File: src/hdl/sha1_pkg.sv
// Shared types, constants and helper functions of the SHA-1 engine.
// Depends on nothing; sha1_wmem, sha1_core and the top level import it.
package sha1_pkg;

	localparam int WORD_W    = 32;
	localparam int NUM_WORDS = 5;
	localparam int IDX_W     = 3;
	localparam int RND_W     = 7;
	localparam int LEN_W     = 61;
	localparam int FILL_W    = 6;
	localparam int MEM_AW    = 4;

	typedef logic [WORD_W-1:0] word_t;

	localparam word_t INIT_H0 = 32'h67452301;
	localparam word_t INIT_H1 = 32'hefcdab89;
	localparam word_t INIT_H2 = 32'h98badcfe;
	localparam word_t INIT_H3 = 32'h10325476;
	localparam word_t INIT_H4 = 32'hc3d2e1f0;

	localparam word_t K_0 = 32'h5a827999;
	localparam word_t K_1 = 32'h6ed9eba1;
	localparam word_t K_2 = 32'h8f1bbcdc;
	localparam word_t K_3 = 32'hca62c1d6;

	localparam logic [7:0] PAD_MARK = 8'h80;

	localparam logic [RND_W-1:0] LAST_RND  = 7'd79;
	localparam logic [RND_W-1:0] LOAD_RNDS = 7'd16;
	localparam logic [IDX_W-1:0] LAST_IDX  = 3'd4;

	typedef struct packed {
		logic load;
		logic step;
		logic fold;
		logic restart;
	} core_ctl_t;

	function automatic word_t init_word(input logic [IDX_W-1:0] i);
		word_t v;
		case (i)
			3'd0: v = INIT_H0;
			3'd1: v = INIT_H1;
			3'd2: v = INIT_H2;
			3'd3: v = INIT_H3;
			default: v = INIT_H4;
		endcase
		return v;
	endfunction

endpackage

File: src/hdl/sha1_if.sv
// Handshake interfaces of the SHA-1 engine: byte input and digest output.
// Depends on nothing.
interface sha1_in_if;
	logic       valid;
	logic       ready;
	logic [7:0] data_byte;
	logic       byte_valid;
	logic       message_end;

	modport source(output valid, data_byte, byte_valid, message_end, input ready);
	modport sink(input valid, data_byte, byte_valid, message_end, output ready);
endinterface

interface sha1_out_if;
	logic        valid;
	logic        ready;
	logic [31:0] digest_word;
	logic [2:0]  word_index;
	logic        final_word;

	modport source(output valid, digest_word, word_index, final_word, input ready);
	modport sink(input valid, digest_word, word_index, final_word, output ready);
endinterface

File: src/hdl/sha1_wmem.sv
// Sixteen-word message memory: block words, then the schedule ring.
// One write port, two read ports with registered read data. Uses sha1_pkg.
module sha1_wmem
	import sha1_pkg::*;
(
	input  logic              clk,
	input  logic              we,
	input  logic [MEM_AW-1:0] waddr,
	input  word_t             wdata,
	input  logic [MEM_AW-1:0] raddr0,
	input  logic [MEM_AW-1:0] raddr1,
	output word_t             rdata0,
	output word_t             rdata1
);

	word_t mem [2**MEM_AW];

	always_ff @(posedge clk) begin
		if (we) begin
			mem[waddr] <= wdata;
		end
		rdata0 <= mem[raddr0];
		rdata1 <= mem[raddr1];
	end

endmodule

File: src/hdl/sha1_core.sv
// Round datapath: chaining words, working variables and the round function.
// Driven by the sequencer in the top level. Uses sha1_pkg.
module sha1_core
	import sha1_pkg::*;
(
	input  logic             clk,
	input  logic             arst_n,
	input  core_ctl_t        ctl,
	input  logic [RND_W-1:0] rnd,
	input  word_t            w,
	input  logic [IDX_W-1:0] sel,
	output word_t            word
);

	word_t chain_q [NUM_WORDS];
	word_t wv_q    [NUM_WORDS];
	word_t f, k, t;

	always_comb begin
		if (rnd < 7'd20) begin
			f = (wv_q[1] & wv_q[2]) | (~wv_q[1] & wv_q[3]);
			k = K_0;
		end else if (rnd < 7'd40) begin
			f = wv_q[1] ^ wv_q[2] ^ wv_q[3];
			k = K_1;
		end else if (rnd < 7'd60) begin
			f = (wv_q[1] & wv_q[2]) | (wv_q[1] & wv_q[3]) | (wv_q[2] & wv_q[3]);
			k = K_2;
		end else begin
			f = wv_q[1] ^ wv_q[2] ^ wv_q[3];
			k = K_3;
		end
		t = {wv_q[0][26:0], wv_q[0][31:27]} + f + wv_q[4] + k + w;
	end

	always_ff @(posedge clk or negedge arst_n) begin
		if (!arst_n) begin
			for (int i = 0; i < NUM_WORDS; i++) begin
				chain_q[i] <= init_word(IDX_W'(i));
			end
		end else if (ctl.restart) begin
			for (int i = 0; i < NUM_WORDS; i++) begin
				chain_q[i] <= init_word(IDX_W'(i));
			end
		end else if (ctl.fold) begin
			for (int i = 0; i < NUM_WORDS; i++) begin
				chain_q[i] <= chain_q[i] + wv_q[i];
			end
		end
	end

	always_ff @(posedge clk) begin
		if (ctl.load) begin
			for (int i = 0; i < NUM_WORDS; i++) begin
				wv_q[i] <= chain_q[i];
			end
		end else if (ctl.step) begin
			wv_q[0] <= t;
			wv_q[1] <= wv_q[0];
			wv_q[2] <= {wv_q[1][1:0], wv_q[1][31:2]};
			wv_q[3] <= wv_q[2];
			wv_q[4] <= wv_q[3];
		end
	end

	assign word = (sel > LAST_IDX) ? chain_q[LAST_IDX] : chain_q[sel];

endmodule

File: src/hdl/sha1_hash_engine_unit.sv
// Top level of the streaming SHA-1 engine: byte packing, padding, round
// sequencer and digest output. Uses sha1_pkg, sha1_if, sha1_wmem, sha1_core.
//
//   port   direction  item
//   din    sink       one message byte, byte flag, message end flag
//   dout   source     one digest word with its index and last-word flag
//
// Din items are taken only in the input state. A full block runs sixteen
// rounds of a read and a round state, then sixty-four with a second read
// state, as they share the memory's two read ports, and a fold of the
// chaining words. A closing item adds up to 72 padding bytes and one or two
// blocks, then five output items. Reset loads the initial hash values and
// clears counts. While a digest is waiting on dout, din takes no item.
module sha1_hash_engine_unit
	import sha1_pkg::*;
(
	input  logic clk,
	input  logic arst_n,
	sha1_in_if.sink    din,
	sha1_out_if.source dout
);

	localparam logic [2:0] S_IN   = 3'd0;
	localparam logic [2:0] S_PAD  = 3'd1;
	localparam logic [2:0] S_R0   = 3'd2;
	localparam logic [2:0] S_R1   = 3'd3;
	localparam logic [2:0] S_RC   = 3'd4;
	localparam logic [2:0] S_FOLD = 3'd5;
	localparam logic [2:0] S_EMIT = 3'd6;

	logic [2:0]        state_q;
	logic [RND_W-1:0]  rnd_q;
	logic [FILL_W-1:0] fill_q;
	logic [LEN_W-1:0]  len_q;
	logic [23:0]       pack_q;
	logic              padding_q;
	logic              mark_q;
	logic [3:0]        lcnt_q;
	logic [IDX_W-1:0]  idx_q;
	word_t             x_q;

	logic              accept;
	logic              put_en;
	logic [7:0]        put_byte;
	logic [7:0]        len_byte;
	logic [63:0]       len_bits;
	logic              len_phase;
	core_ctl_t         ctl;
	logic              mem_we;
	logic [MEM_AW-1:0] mem_waddr;
	word_t             mem_wdata;
	logic [MEM_AW-1:0] raddr0, raddr1;
	word_t             rdata0, rdata1;
	word_t             w_next;
	word_t             digest;

	assign din.ready = (state_q == S_IN);
	assign accept    = din.valid && din.ready;

	assign len_bits  = {len_q, 3'b000};
	assign len_byte  = 8'(len_bits >> {~lcnt_q[2:0], 3'b000});
	assign len_phase = (lcnt_q != 4'd0) || (fill_q == 6'd56);

	always_comb begin
		put_en   = 1'b0;
		put_byte = din.data_byte;
		if (state_q == S_IN) begin
			put_en = accept && din.byte_valid;
		end else if (state_q == S_PAD) begin
			put_en = 1'b1;
			if (!mark_q) begin
				put_byte = PAD_MARK;
			end else if (len_phase) begin
				put_byte = len_byte;
			end else begin
				put_byte = 8'h00;
			end
		end
	end

	always_comb begin
		raddr0 = rnd_q[MEM_AW-1:0];
		raddr1 = MEM_AW'(rnd_q - 7'd8);
		if (state_q == S_R0) begin
			if (rnd_q >= LOAD_RNDS) begin
				raddr0 = MEM_AW'(rnd_q - 7'd3);
			end
		end else if (state_q == S_R1) begin
			raddr0 = MEM_AW'(rnd_q - 7'd14);
			raddr1 = rnd_q[MEM_AW-1:0];
		end
	end

	always_comb begin
		word_t x;
		x = x_q ^ rdata0 ^ rdata1;
		if (rnd_q < LOAD_RNDS) begin
			w_next = rdata0;
		end else begin
			w_next = {x[30:0], x[31]};
		end
	end

	always_comb begin
		mem_we    = 1'b0;
		mem_waddr = fill_q[FILL_W-1:2];
		mem_wdata = {pack_q, put_byte};
		if (put_en && (fill_q[1:0] == 2'd3)) begin
			mem_we = 1'b1;
		end else if ((state_q == S_RC) && (rnd_q >= LOAD_RNDS)) begin
			mem_we    = 1'b1;
			mem_waddr = rnd_q[MEM_AW-1:0];
			mem_wdata = w_next;
		end
	end

	always_comb begin
		ctl         = '0;
		ctl.load    = put_en && (fill_q == 6'd63);
		ctl.step    = (state_q == S_RC);
		ctl.fold    = (state_q == S_FOLD);
		ctl.restart = (state_q == S_EMIT) && dout.ready && (idx_q == LAST_IDX);
	end

	sha1_wmem u_wmem (
		.clk    (clk),
		.we     (mem_we),
		.waddr  (mem_waddr),
		.wdata  (mem_wdata),
		.raddr0 (raddr0),
		.raddr1 (raddr1),
		.rdata0 (rdata0),
		.rdata1 (rdata1)
	);

	sha1_core u_core (
		.clk    (clk),
		.arst_n (arst_n),
		.ctl    (ctl),
		.rnd    (rnd_q),
		.w      (w_next),
		.sel    (idx_q),
		.word   (digest)
	);

	always_ff @(posedge clk) begin
		if (put_en) begin
			pack_q <= {pack_q[15:0], put_byte};
		end
		if (state_q == S_R0) begin
			x_q <= '0;
		end else if (state_q == S_R1) begin
			x_q <= rdata0 ^ rdata1;
		end
	end

	always_ff @(posedge clk or negedge arst_n) begin
		if (!arst_n) begin
			state_q   <= S_IN;
			rnd_q     <= '0;
			fill_q    <= '0;
			len_q     <= '0;
			padding_q <= 1'b0;
			mark_q    <= 1'b0;
			lcnt_q    <= '0;
			idx_q     <= '0;
		end else begin
			if (put_en) begin
				fill_q <= fill_q + 6'd1;
			end
			case (state_q)
				S_IN: begin
					if (accept) begin
						if (din.byte_valid) begin
							len_q <= len_q + 61'd1;
						end
						if (din.message_end) begin
							padding_q <= 1'b1;
							mark_q    <= 1'b0;
							lcnt_q    <= '0;
						end
						if (ctl.load) begin
							rnd_q   <= '0;
							state_q <= S_R0;
						end else if (din.message_end) begin
							state_q <= S_PAD;
						end
					end
				end
				S_PAD: begin
					if (!mark_q) begin
						mark_q <= 1'b1;
					end else if (len_phase) begin
						lcnt_q <= lcnt_q + 4'd1;
					end
					if (ctl.load) begin
						rnd_q   <= '0;
						state_q <= S_R0;
					end
				end
				S_R0: begin
					state_q <= (rnd_q < LOAD_RNDS) ? S_RC : S_R1;
				end
				S_R1: begin
					state_q <= S_RC;
				end
				S_RC: begin
					rnd_q   <= rnd_q + 7'd1;
					state_q <= (rnd_q == LAST_RND) ? S_FOLD : S_R0;
				end
				S_FOLD: begin
					rnd_q <= '0;
					if (padding_q && (lcnt_q == 4'd8)) begin
						idx_q   <= '0;
						state_q <= S_EMIT;
					end else if (padding_q) begin
						state_q <= S_PAD;
					end else begin
						state_q <= S_IN;
					end
				end
				S_EMIT: begin
					if (dout.ready) begin
						if (idx_q == LAST_IDX) begin
							idx_q     <= '0;
							len_q     <= '0;
							fill_q    <= '0;
							padding_q <= 1'b0;
							state_q   <= S_IN;
						end else begin
							idx_q <= idx_q + 3'd1;
						end
					end
				end
				default: begin
					state_q <= S_IN;
				end
			endcase
		end
	end

	assign dout.valid       = (state_q == S_EMIT);
	assign dout.digest_word = digest;
	assign dout.word_index  = idx_q;
	assign dout.final_word  = (idx_q == LAST_IDX);

endmodule

File: src/flat_wrapper.sv
// flat-port wrapper written by rule: the top's interface ports become plain ports
module sha1_hash_engine_unit_flat import sha1_pkg::*;
  (clk, arst_n, din_valid, din_data_byte, din_byte_valid, din_message_end, din_ready, dout_valid, dout_digest_word, dout_word_index, dout_final_word, dout_ready);
  sha1_in_if din_i ();
  sha1_out_if dout_i ();
  input  logic clk;
  input  logic arst_n;
  input wire logic [$bits(din_i.valid)-1:0] din_valid;
  input wire logic [$bits(din_i.data_byte)-1:0] din_data_byte;
  input wire logic [$bits(din_i.byte_valid)-1:0] din_byte_valid;
  input wire logic [$bits(din_i.message_end)-1:0] din_message_end;
  output wire logic [$bits(din_i.ready)-1:0] din_ready;
  output wire logic [$bits(dout_i.valid)-1:0] dout_valid;
  output wire logic [$bits(dout_i.digest_word)-1:0] dout_digest_word;
  output wire logic [$bits(dout_i.word_index)-1:0] dout_word_index;
  output wire logic [$bits(dout_i.final_word)-1:0] dout_final_word;
  input wire logic [$bits(dout_i.ready)-1:0] dout_ready;
  assign din_i.valid = din_valid;
  assign din_i.data_byte = din_data_byte;
  assign din_i.byte_valid = din_byte_valid;
  assign din_i.message_end = din_message_end;
  assign din_ready = din_i.ready;
  assign dout_valid = dout_i.valid;
  assign dout_digest_word = dout_i.digest_word;
  assign dout_word_index = dout_i.word_index;
  assign dout_final_word = dout_i.final_word;
  assign dout_i.ready = dout_ready;
  sha1_hash_engine_unit u_core (.clk(clk), .arst_n(arst_n), .din(din_i), .dout(dout_i));
endmodule
File: config.mk
export PLATFORM = sky130hd
export DESIGN_NAME = sha1_hash_engine_unit_flat
export DESIGN_NICKNAME = d
export VERILOG_FILES = /design/src/hdl/sha1_pkg.sv /design/src/hdl/sha1_if.sv /design/src/hdl/sha1_wmem.sv /design/src/hdl/sha1_core.sv /design/src/hdl/sha1_hash_engine_unit.sv /design/src/flat_wrapper.sv
export SDC_FILE = /design/constraint.sdc
export NUM_CORES = 2
export LEC_CHECK = 0
export ABC_CLOCK_PERIOD_IN_PS = 7300
export BUFFER_PORTS_ARGS = -buffer_cell sky130_fd_sc_hd__buf_2
export CAP_MARGIN = 10
export CORE_MARGIN = 5
export CORE_UTILIZATION = 64
export CTS_CLUSTER_DIAMETER = 50
export CTS_CLUSTER_SIZE = 28
export DETAILED_ROUTE_END_ITERATION = 7
export GPL_TIMING_DRIVEN = 0
export PLACE_DENSITY = 0.78
export SLEW_MARGIN = 20
export SYNTH_ARGS = -nofsm -noshare
export SYNTH_HDL_FRONTEND = slang
export SYNTH_HIERARCHICAL = 1
export SYNTH_SLANG_ARGS = --single-unit
File: constraint.sdc
create_clock -name clk -period 7.3 [get_ports clk]
set_input_delay 0.73 -clock clk [delete_from_list [all_inputs] [get_ports clk]]
set_output_delay 0.73 -clock clk [all_outputs]
set_load 0.02 [all_outputs]
* Yosys cells after proc, flatten, opt, wreduce, memory -nomap -nowiden *
Memories as Yosys holds them, arrays and structs flattened. A register that Yosys moved wholly into a read port is not among the register bits.
Cells that the tools add are included.

operators by class
  add/sub/neg operators = 17
  multipliers = 0
  div/mod/pow operators = 0
  magnitude comparators = 7
  equality and inequality tests = 22
  shifts and indexed selects = 1
  mux-type cells = 82
  bitwise gates (word level) = 20
  reductions and logical operators = 23

operator list
  operator               number
  $mux 32                16
  $mux 160               2
  $add 32x32->32         9
  $mux 61                4
  $xor 32x32->32         5
  $and 32x32->32         4
  $pmux 61 s2            1
  $bmux 32 s3            1
  $or 32x32->32          3
  $shr 64x6->8           1
  $add 61x1->61 const B  1
  $mux 4                 11
  $mux 3                 12
  $mux 8                 4
  $not 32->32            1
  $mux 31                1
  $pmux 7 s4             1
  $mux 6                 4
  $pmux 3 s7             1
  $reduce_and 5->1       4
  $mux 1                 18
  $lt 7x5->1 const B     2
  $lt 7x6->1 const B     2
  $mux 7                 2
  other kinds (32)       62

word-level totals
  flip-flop bits (word level) = 302
  latch bits = 0
  RAM bits = 672
  ROM bits = 0
  input port bits = 14
  output and inout bits = 38
  memories kept = 2

memories
  name                words  width  rd ports  clocked after memory_dff  write ports  line             text
  u_core.u_wmem.mem   16     32     2         2                         1            sha1_wmem.sv:16  word_t mem [2**MEM_AW];
  u_core.u_core.wv_q  5      32     5         0                         5            sha1_core.sv:16  word_t wv_q [NUM_WORDS];

* Logic depth before layout (Yosys ltp) *
An unclocked memory read counts as a cell.

  depth after elaboration = 12
  gate-level depth with buffers = 26
  depth with buffers taken out = 25

* Cells and area by module *
Netlist, hierarchy kept.

by module, submodules not included
  module                 times used  cells each  area an instance (um^2)
  sha1_core              1           2900        26925.8
  sha1_wmem              1           1141        24188.2
  sha1_hash_engine_unit  1           969         8513.2

* Worst setup path before layout *
Ideal clock, no wire load.

  kind = register to register
  start = reg u_core.rnd_q[2]
  end = mem u_core/u_core/wv_q[0][30] (netlist bit), data pin
  library setup time = 0.267 ns
  data arrival time = 5.999 ns
  data required time = 7.033 ns
  path slack = 1.034 ns
  cell stages (with the launch flop) = 25
  cell sequence = dfrtp_1 a41oi_1 inv_1 nor2_1 clkinv_1 nand2_1 clkbuf_1 nor2_1 nor2_1 fa_1 fa_1 inv_1 fa_1 inv_1 ha_1 a211o_1 a2111oi_0 o211ai_1 a21o_1 nand2_1 o211ai_1 a21o_1 a31oi_1 xor2_1 o21ai_0

RTL lines
  item                    line                          text
  start, declared         sha1_hash_engine_unit.sv:32   logic [RND_W-1:0] rnd_q;
  start signal, assigned  sha1_hash_engine_unit.sv:208  rnd_q <= rnd_q + 7'd1;
  end, declared           sha1_core.sv:16

==> flow_summary.ini <==
[run_status]
status = finished, violations left
failed_checks = design-rule violations

[synth]
post_synthesis_sequential_element_count = 1038
synth-seq-area-share = 0.488
syn-instance-count = 5010
netlist-cell-type-count = 87
synth_warn = 6
synth_fp_nets = 5380
postSynth.topFlopCell = sky130_fd_sc_hd__edfxtp_1
ys_async_sr_fraction = 0.237
number_of_enable_flip_flop_cells_after_synthesis = 696
synth.top_cell.area_share = 0.351
synthTopCellsByArea = sky130_fd_sc_hd__edfxtp_1, sky130_fd_sc_hd__mux4_2, sky130_fd_sc_hd__dfrtp_1
syn_area_um2 = 59600
synth_area_per_cell_um2 = 11.9
yosysTopAreaCell = sky130_fd_sc_hd__edfxtp_1

[floorplanning]
floorplan.rows = 112
design.die.area_um2 = 99400
floorplan.core_area_um2 = 92900
chip_height_um = 315
floorplan.die.width_um = 315
ios = 52
initial_utilization = 0.642

[grt]
first_global_vias = 45212
gr-total-overflow = 0
track_usage = 0.403
grt_start_max_net_pins = 93
grt_pass1_wl_um = 294000
antenna_found_initial = 4

[worst_hold_path]
timing.hold.worst.class = in2reg
hold_path_startpoint = din_byte_valid

[cts]
cts-root-buf = sky130_fd_sc_hd__clkbuf_16
clk_pin_slew_ps = 70
htree_levels = 3
clock_path_buffers = 3
cts_tree = built
worstSkewPairLatency_ps = 720
tritoncts_num_sinks = 1038
cts_inserted_buffers = 108

[timing]
finalHoldViolCount = 0
maxSlewViolCount = 0
max_slew_margin = 0.150
holdWs_ps = 345
finalCriticalPeriod_ps = 7220
setup_viol = 0
grt_setup_unrepaired = yes
max_freq_mhz = 138
final_critical_path_setup_slack_ps = 78.5
final.setup_skew_ps = 36.5
layout_worst_path_cycle_share = 0.989
tightestPinTransition_ps = 1270

[setup_path]
reg2reg_slack_ps = 80
setup.worst_path.start_class = flop
cp.arrival_ps = 7650
worstSetupEndpointType = flop
timing.critical_path.required_ps = 7730
critPathMaxFanout = 15
setup.worst_path.start = u_core/rnd_q[2]
timing_worst_setup_path_type = reg2reg
worst_r2r_startpoint = u_core/rnd_q[2]

[placed_design]
dp_worst_setup_slack_ps = -1990
port_buffers = 51
place_congestion = 0.991
dp_hpwl_um = 145000

[drt]
post_route_drc_violation_count = 3
detail_route.vias_per_cell = 7.06
antenna_left = 0
detail_route.wl_per_cell_um = 30.7
drt_first_iter_violations = 6822
drt-pass1-iter-count = 8
detail_route.wirelength_um = 201000
detailroute.via_count = 46415

[finish]
nFillCells = 6292
fraction_of_final_layout_cells_sized_beyond_drive_strength_1 = 0.166
final_net_count = 5592
area_delta_synth_final_pct = 11.6

[run]
maxCapViolations = 0
## kinds of logic (layout without fill, tap and decap cells)
group,count (synthesis),count (layout),share of synthesized area
buf+inv,477,783,0.0317
flops,1038,1038,0.488
fa+ha+maj,356,356,0.0904
compound gates,1023,1023,0.112
mux,408,408,0.132
simple gates,1468,1468,0.111
xor+xnor,240,240,0.0353
other cells,0,2,0
## final timing paths
kind	depth (start not counted)	to
setup / recovery	26	u_core/u_core/wv_q[0][31]
hold / removal	3	u_core/len_q[0]
setup reg to reg	26	u_core/u_core/wv_q[0][31]
hold reg to reg	2	u_core/x_q[23]
max in group asynchronous	4	u_core/len_q[43]
min in group asynchronous	2	u_core/u_core/chain_q[101]
## critical path, cell delays in order, from the launching register on
cell and delay (ps):
sky130_fd_sc_hd__dfrtp_2 520, sky130_fd_sc_hd__a41oi_4 420, sky130_fd_sc_hd__clkinvlp_4 330, sky130_fd_sc_hd__nor2_2 330, sky130_fd_sc_hd__inv_4 150, sky130_fd_sc_hd__nand2_4 200
sky130_fd_sc_hd__clkbuf_4 320, sky130_fd_sc_hd__nor2_1 70, sky130_fd_sc_hd__nor2_1 190, sky130_fd_sc_hd__fa_1 460, sky130_fd_sc_hd__inv_1 90, sky130_fd_sc_hd__fa_1 440
sky130_fd_sc_hd__fa_1 540, sky130_fd_sc_hd__inv_1 50, sky130_fd_sc_hd__ha_1 230, sky130_fd_sc_hd__inv_1 80, sky130_fd_sc_hd__fa_1 220, sky130_fd_sc_hd__nor2b_1 60
sky130_fd_sc_hd__o21ai_1 150, sky130_fd_sc_hd__a21oi_1 170, sky130_fd_sc_hd__o211ai_1 410, sky130_fd_sc_hd__a21oi_1 250, sky130_fd_sc_hd__o41ai_4 390, sky130_fd_sc_hd__nor2_1 100
sky130_fd_sc_hd__a2111oi_1 490, sky130_fd_sc_hd__xnor2_1 180, sky130_fd_sc_hd__o21ai_0 90
## per-stage QoR
| stage | cell area [µm²] | util | instances | setup TNS, ps |
|---|---|---|---|---|
| 3_3_place_gp | 61500 | 0.661 | 6315 | -291590 |
| 3_5_place_dp | 62400 | 0.672 | 6360 | -29340 |
| 2_1_floorplan | 59600 | - | 5010 | 0 |
| 5_1_grt | 66500 | 0.716 | 6570 | -66.3 |
| 4_1_cts | 66300 | 0.714 | 6566 | -11.9 |
| 6_report | 66500 | 0.716 | 6572 | 0 |
## final cells by class
| cell class | count | area [µm²] | share of cell area |
|---|---|---|---|
| flip-flops and latches | 1038 | 29100 | 0.437 |
| multi-input cells | 3495 | 29100 | 0.437 |
| clock buffers | 122 | 2810 | 0.0422 |
| well taps | 1254 | 1570 | 0.0236 |
| repair buffers | 102 | 1090 | 0.0165 |
| plain buffers | 252 | 1090 | 0.0163 |
| clock inverters | 82 | 982 | 0.0148 |
| inverters | 225 | 851 | 0.0128 |
| diodes | 2 | 5.00 | 0.0000752 |
## metal layers
layer / vias up / GRT usage / wire length, µm
li1: 19176 / - / -
met1: 22714 / 0.497 / 66500
met2: 3618 / 0.629 / 91600
met3: 897 / 0.101 / 24900
met4: 10 / 0.281 / 18400
met5: - / 0 / 78
## cell usage after synthesis, types with 110 or more instances
cell                       count
sky130_fd_sc_hd__a21oi_1     265
sky130_fd_sc_hd__a22oi_1     129
sky130_fd_sc_hd__clkbuf_1    169
sky130_fd_sc_hd__dfrtp_1     166
sky130_fd_sc_hd__edfxtp_1    696
sky130_fd_sc_hd__fa_1        125
sky130_fd_sc_hd__ha_1        231
sky130_fd_sc_hd__inv_1       222
sky130_fd_sc_hd__mux4_2      299
sky130_fd_sc_hd__nand2_1     664
sky130_fd_sc_hd__nor2_1      358
sky130_fd_sc_hd__o21ai_0     213
sky130_fd_sc_hd__xnor2_1     130
sky130_fd_sc_hd__xor2_1      110
## registers in the layout, indices dropped and copies added, names as in the netlist
signal                  cells
u_core/fill_q               6
u_core/padding_q            1
u_core/dout.word_index      3
u_core/u_wmem/rdata1       32
u_core/rnd_q                7
u_core/mark_q               1
u_core/u_wmem/rdata0       32
u_core/u_wmem/mem         512
u_core/len_q               61
u_core/lcnt_q               4
u_core/u_core/chain_q     160
u_core/x_q                 32
u_core/pack_q              24
u_core/u_core/wv_q        160
u_core/state_q              3
## repair_timing
item                                    CTS  global route
endpoints found under the setup margin   25             8
setup buffers                             1             4
pin swaps                                 1             1
gates resized for setup                  27            23
hold endpoints to repair                 29             0
hold buffers                              1             0
## cell usage in the layout, fill, tap and decap left out, types with 26 or more instances in the layout
master and count:
sky130_fd_sc_hd__nand2b_1 26, sky130_fd_sc_hd__mux2i_1 61, sky130_fd_sc_hd__or3_1 49, sky130_fd_sc_hd__fa_1 125, sky130_fd_sc_hd__dfrtp_1 165, sky130_fd_sc_hd__buf_1 38, sky130_fd_sc_hd__buf_2 74, sky130_fd_sc_hd__and3_1 26
sky130_fd_sc_hd__mux4_2 299, sky130_fd_sc_hd__o21bai_1 29, sky130_fd_sc_hd__nor2b_1 51, sky130_fd_sc_hd__edfxtp_1 696, sky130_fd_sc_hd__a21oi_1 254, sky130_fd_sc_hd__nor3_1 45, sky130_fd_sc_hd__a21o_1 75, sky130_fd_sc_hd__nor2_1 342
sky130_fd_sc_hd__dfstp_2 80, sky130_fd_sc_hd__clkbuf_1 159, sky130_fd_sc_hd__a211oi_1 34, sky130_fd_sc_hd__o21ai_0 213, sky130_fd_sc_hd__nand4_1 46, sky130_fd_sc_hd__nand2_1 663, sky130_fd_sc_hd__clkbuf_16 110, sky130_fd_sc_hd__nand3_1 103
sky130_fd_sc_hd__dfxtp_1 96, sky130_fd_sc_hd__buf_4 43, sky130_fd_sc_hd__inv_1 221, sky130_fd_sc_hd__xor2_1 110, sky130_fd_sc_hd__a22oi_1 129, sky130_fd_sc_hd__ha_1 231, sky130_fd_sc_hd__mux2_2 48, sky130_fd_sc_hd__xnor2_1 130
sky130_fd_sc_hd__o211ai_1 26
Power is not shown: default switching activity piles up to over one toggle a cycle in this logic, so the estimate is an artifact.
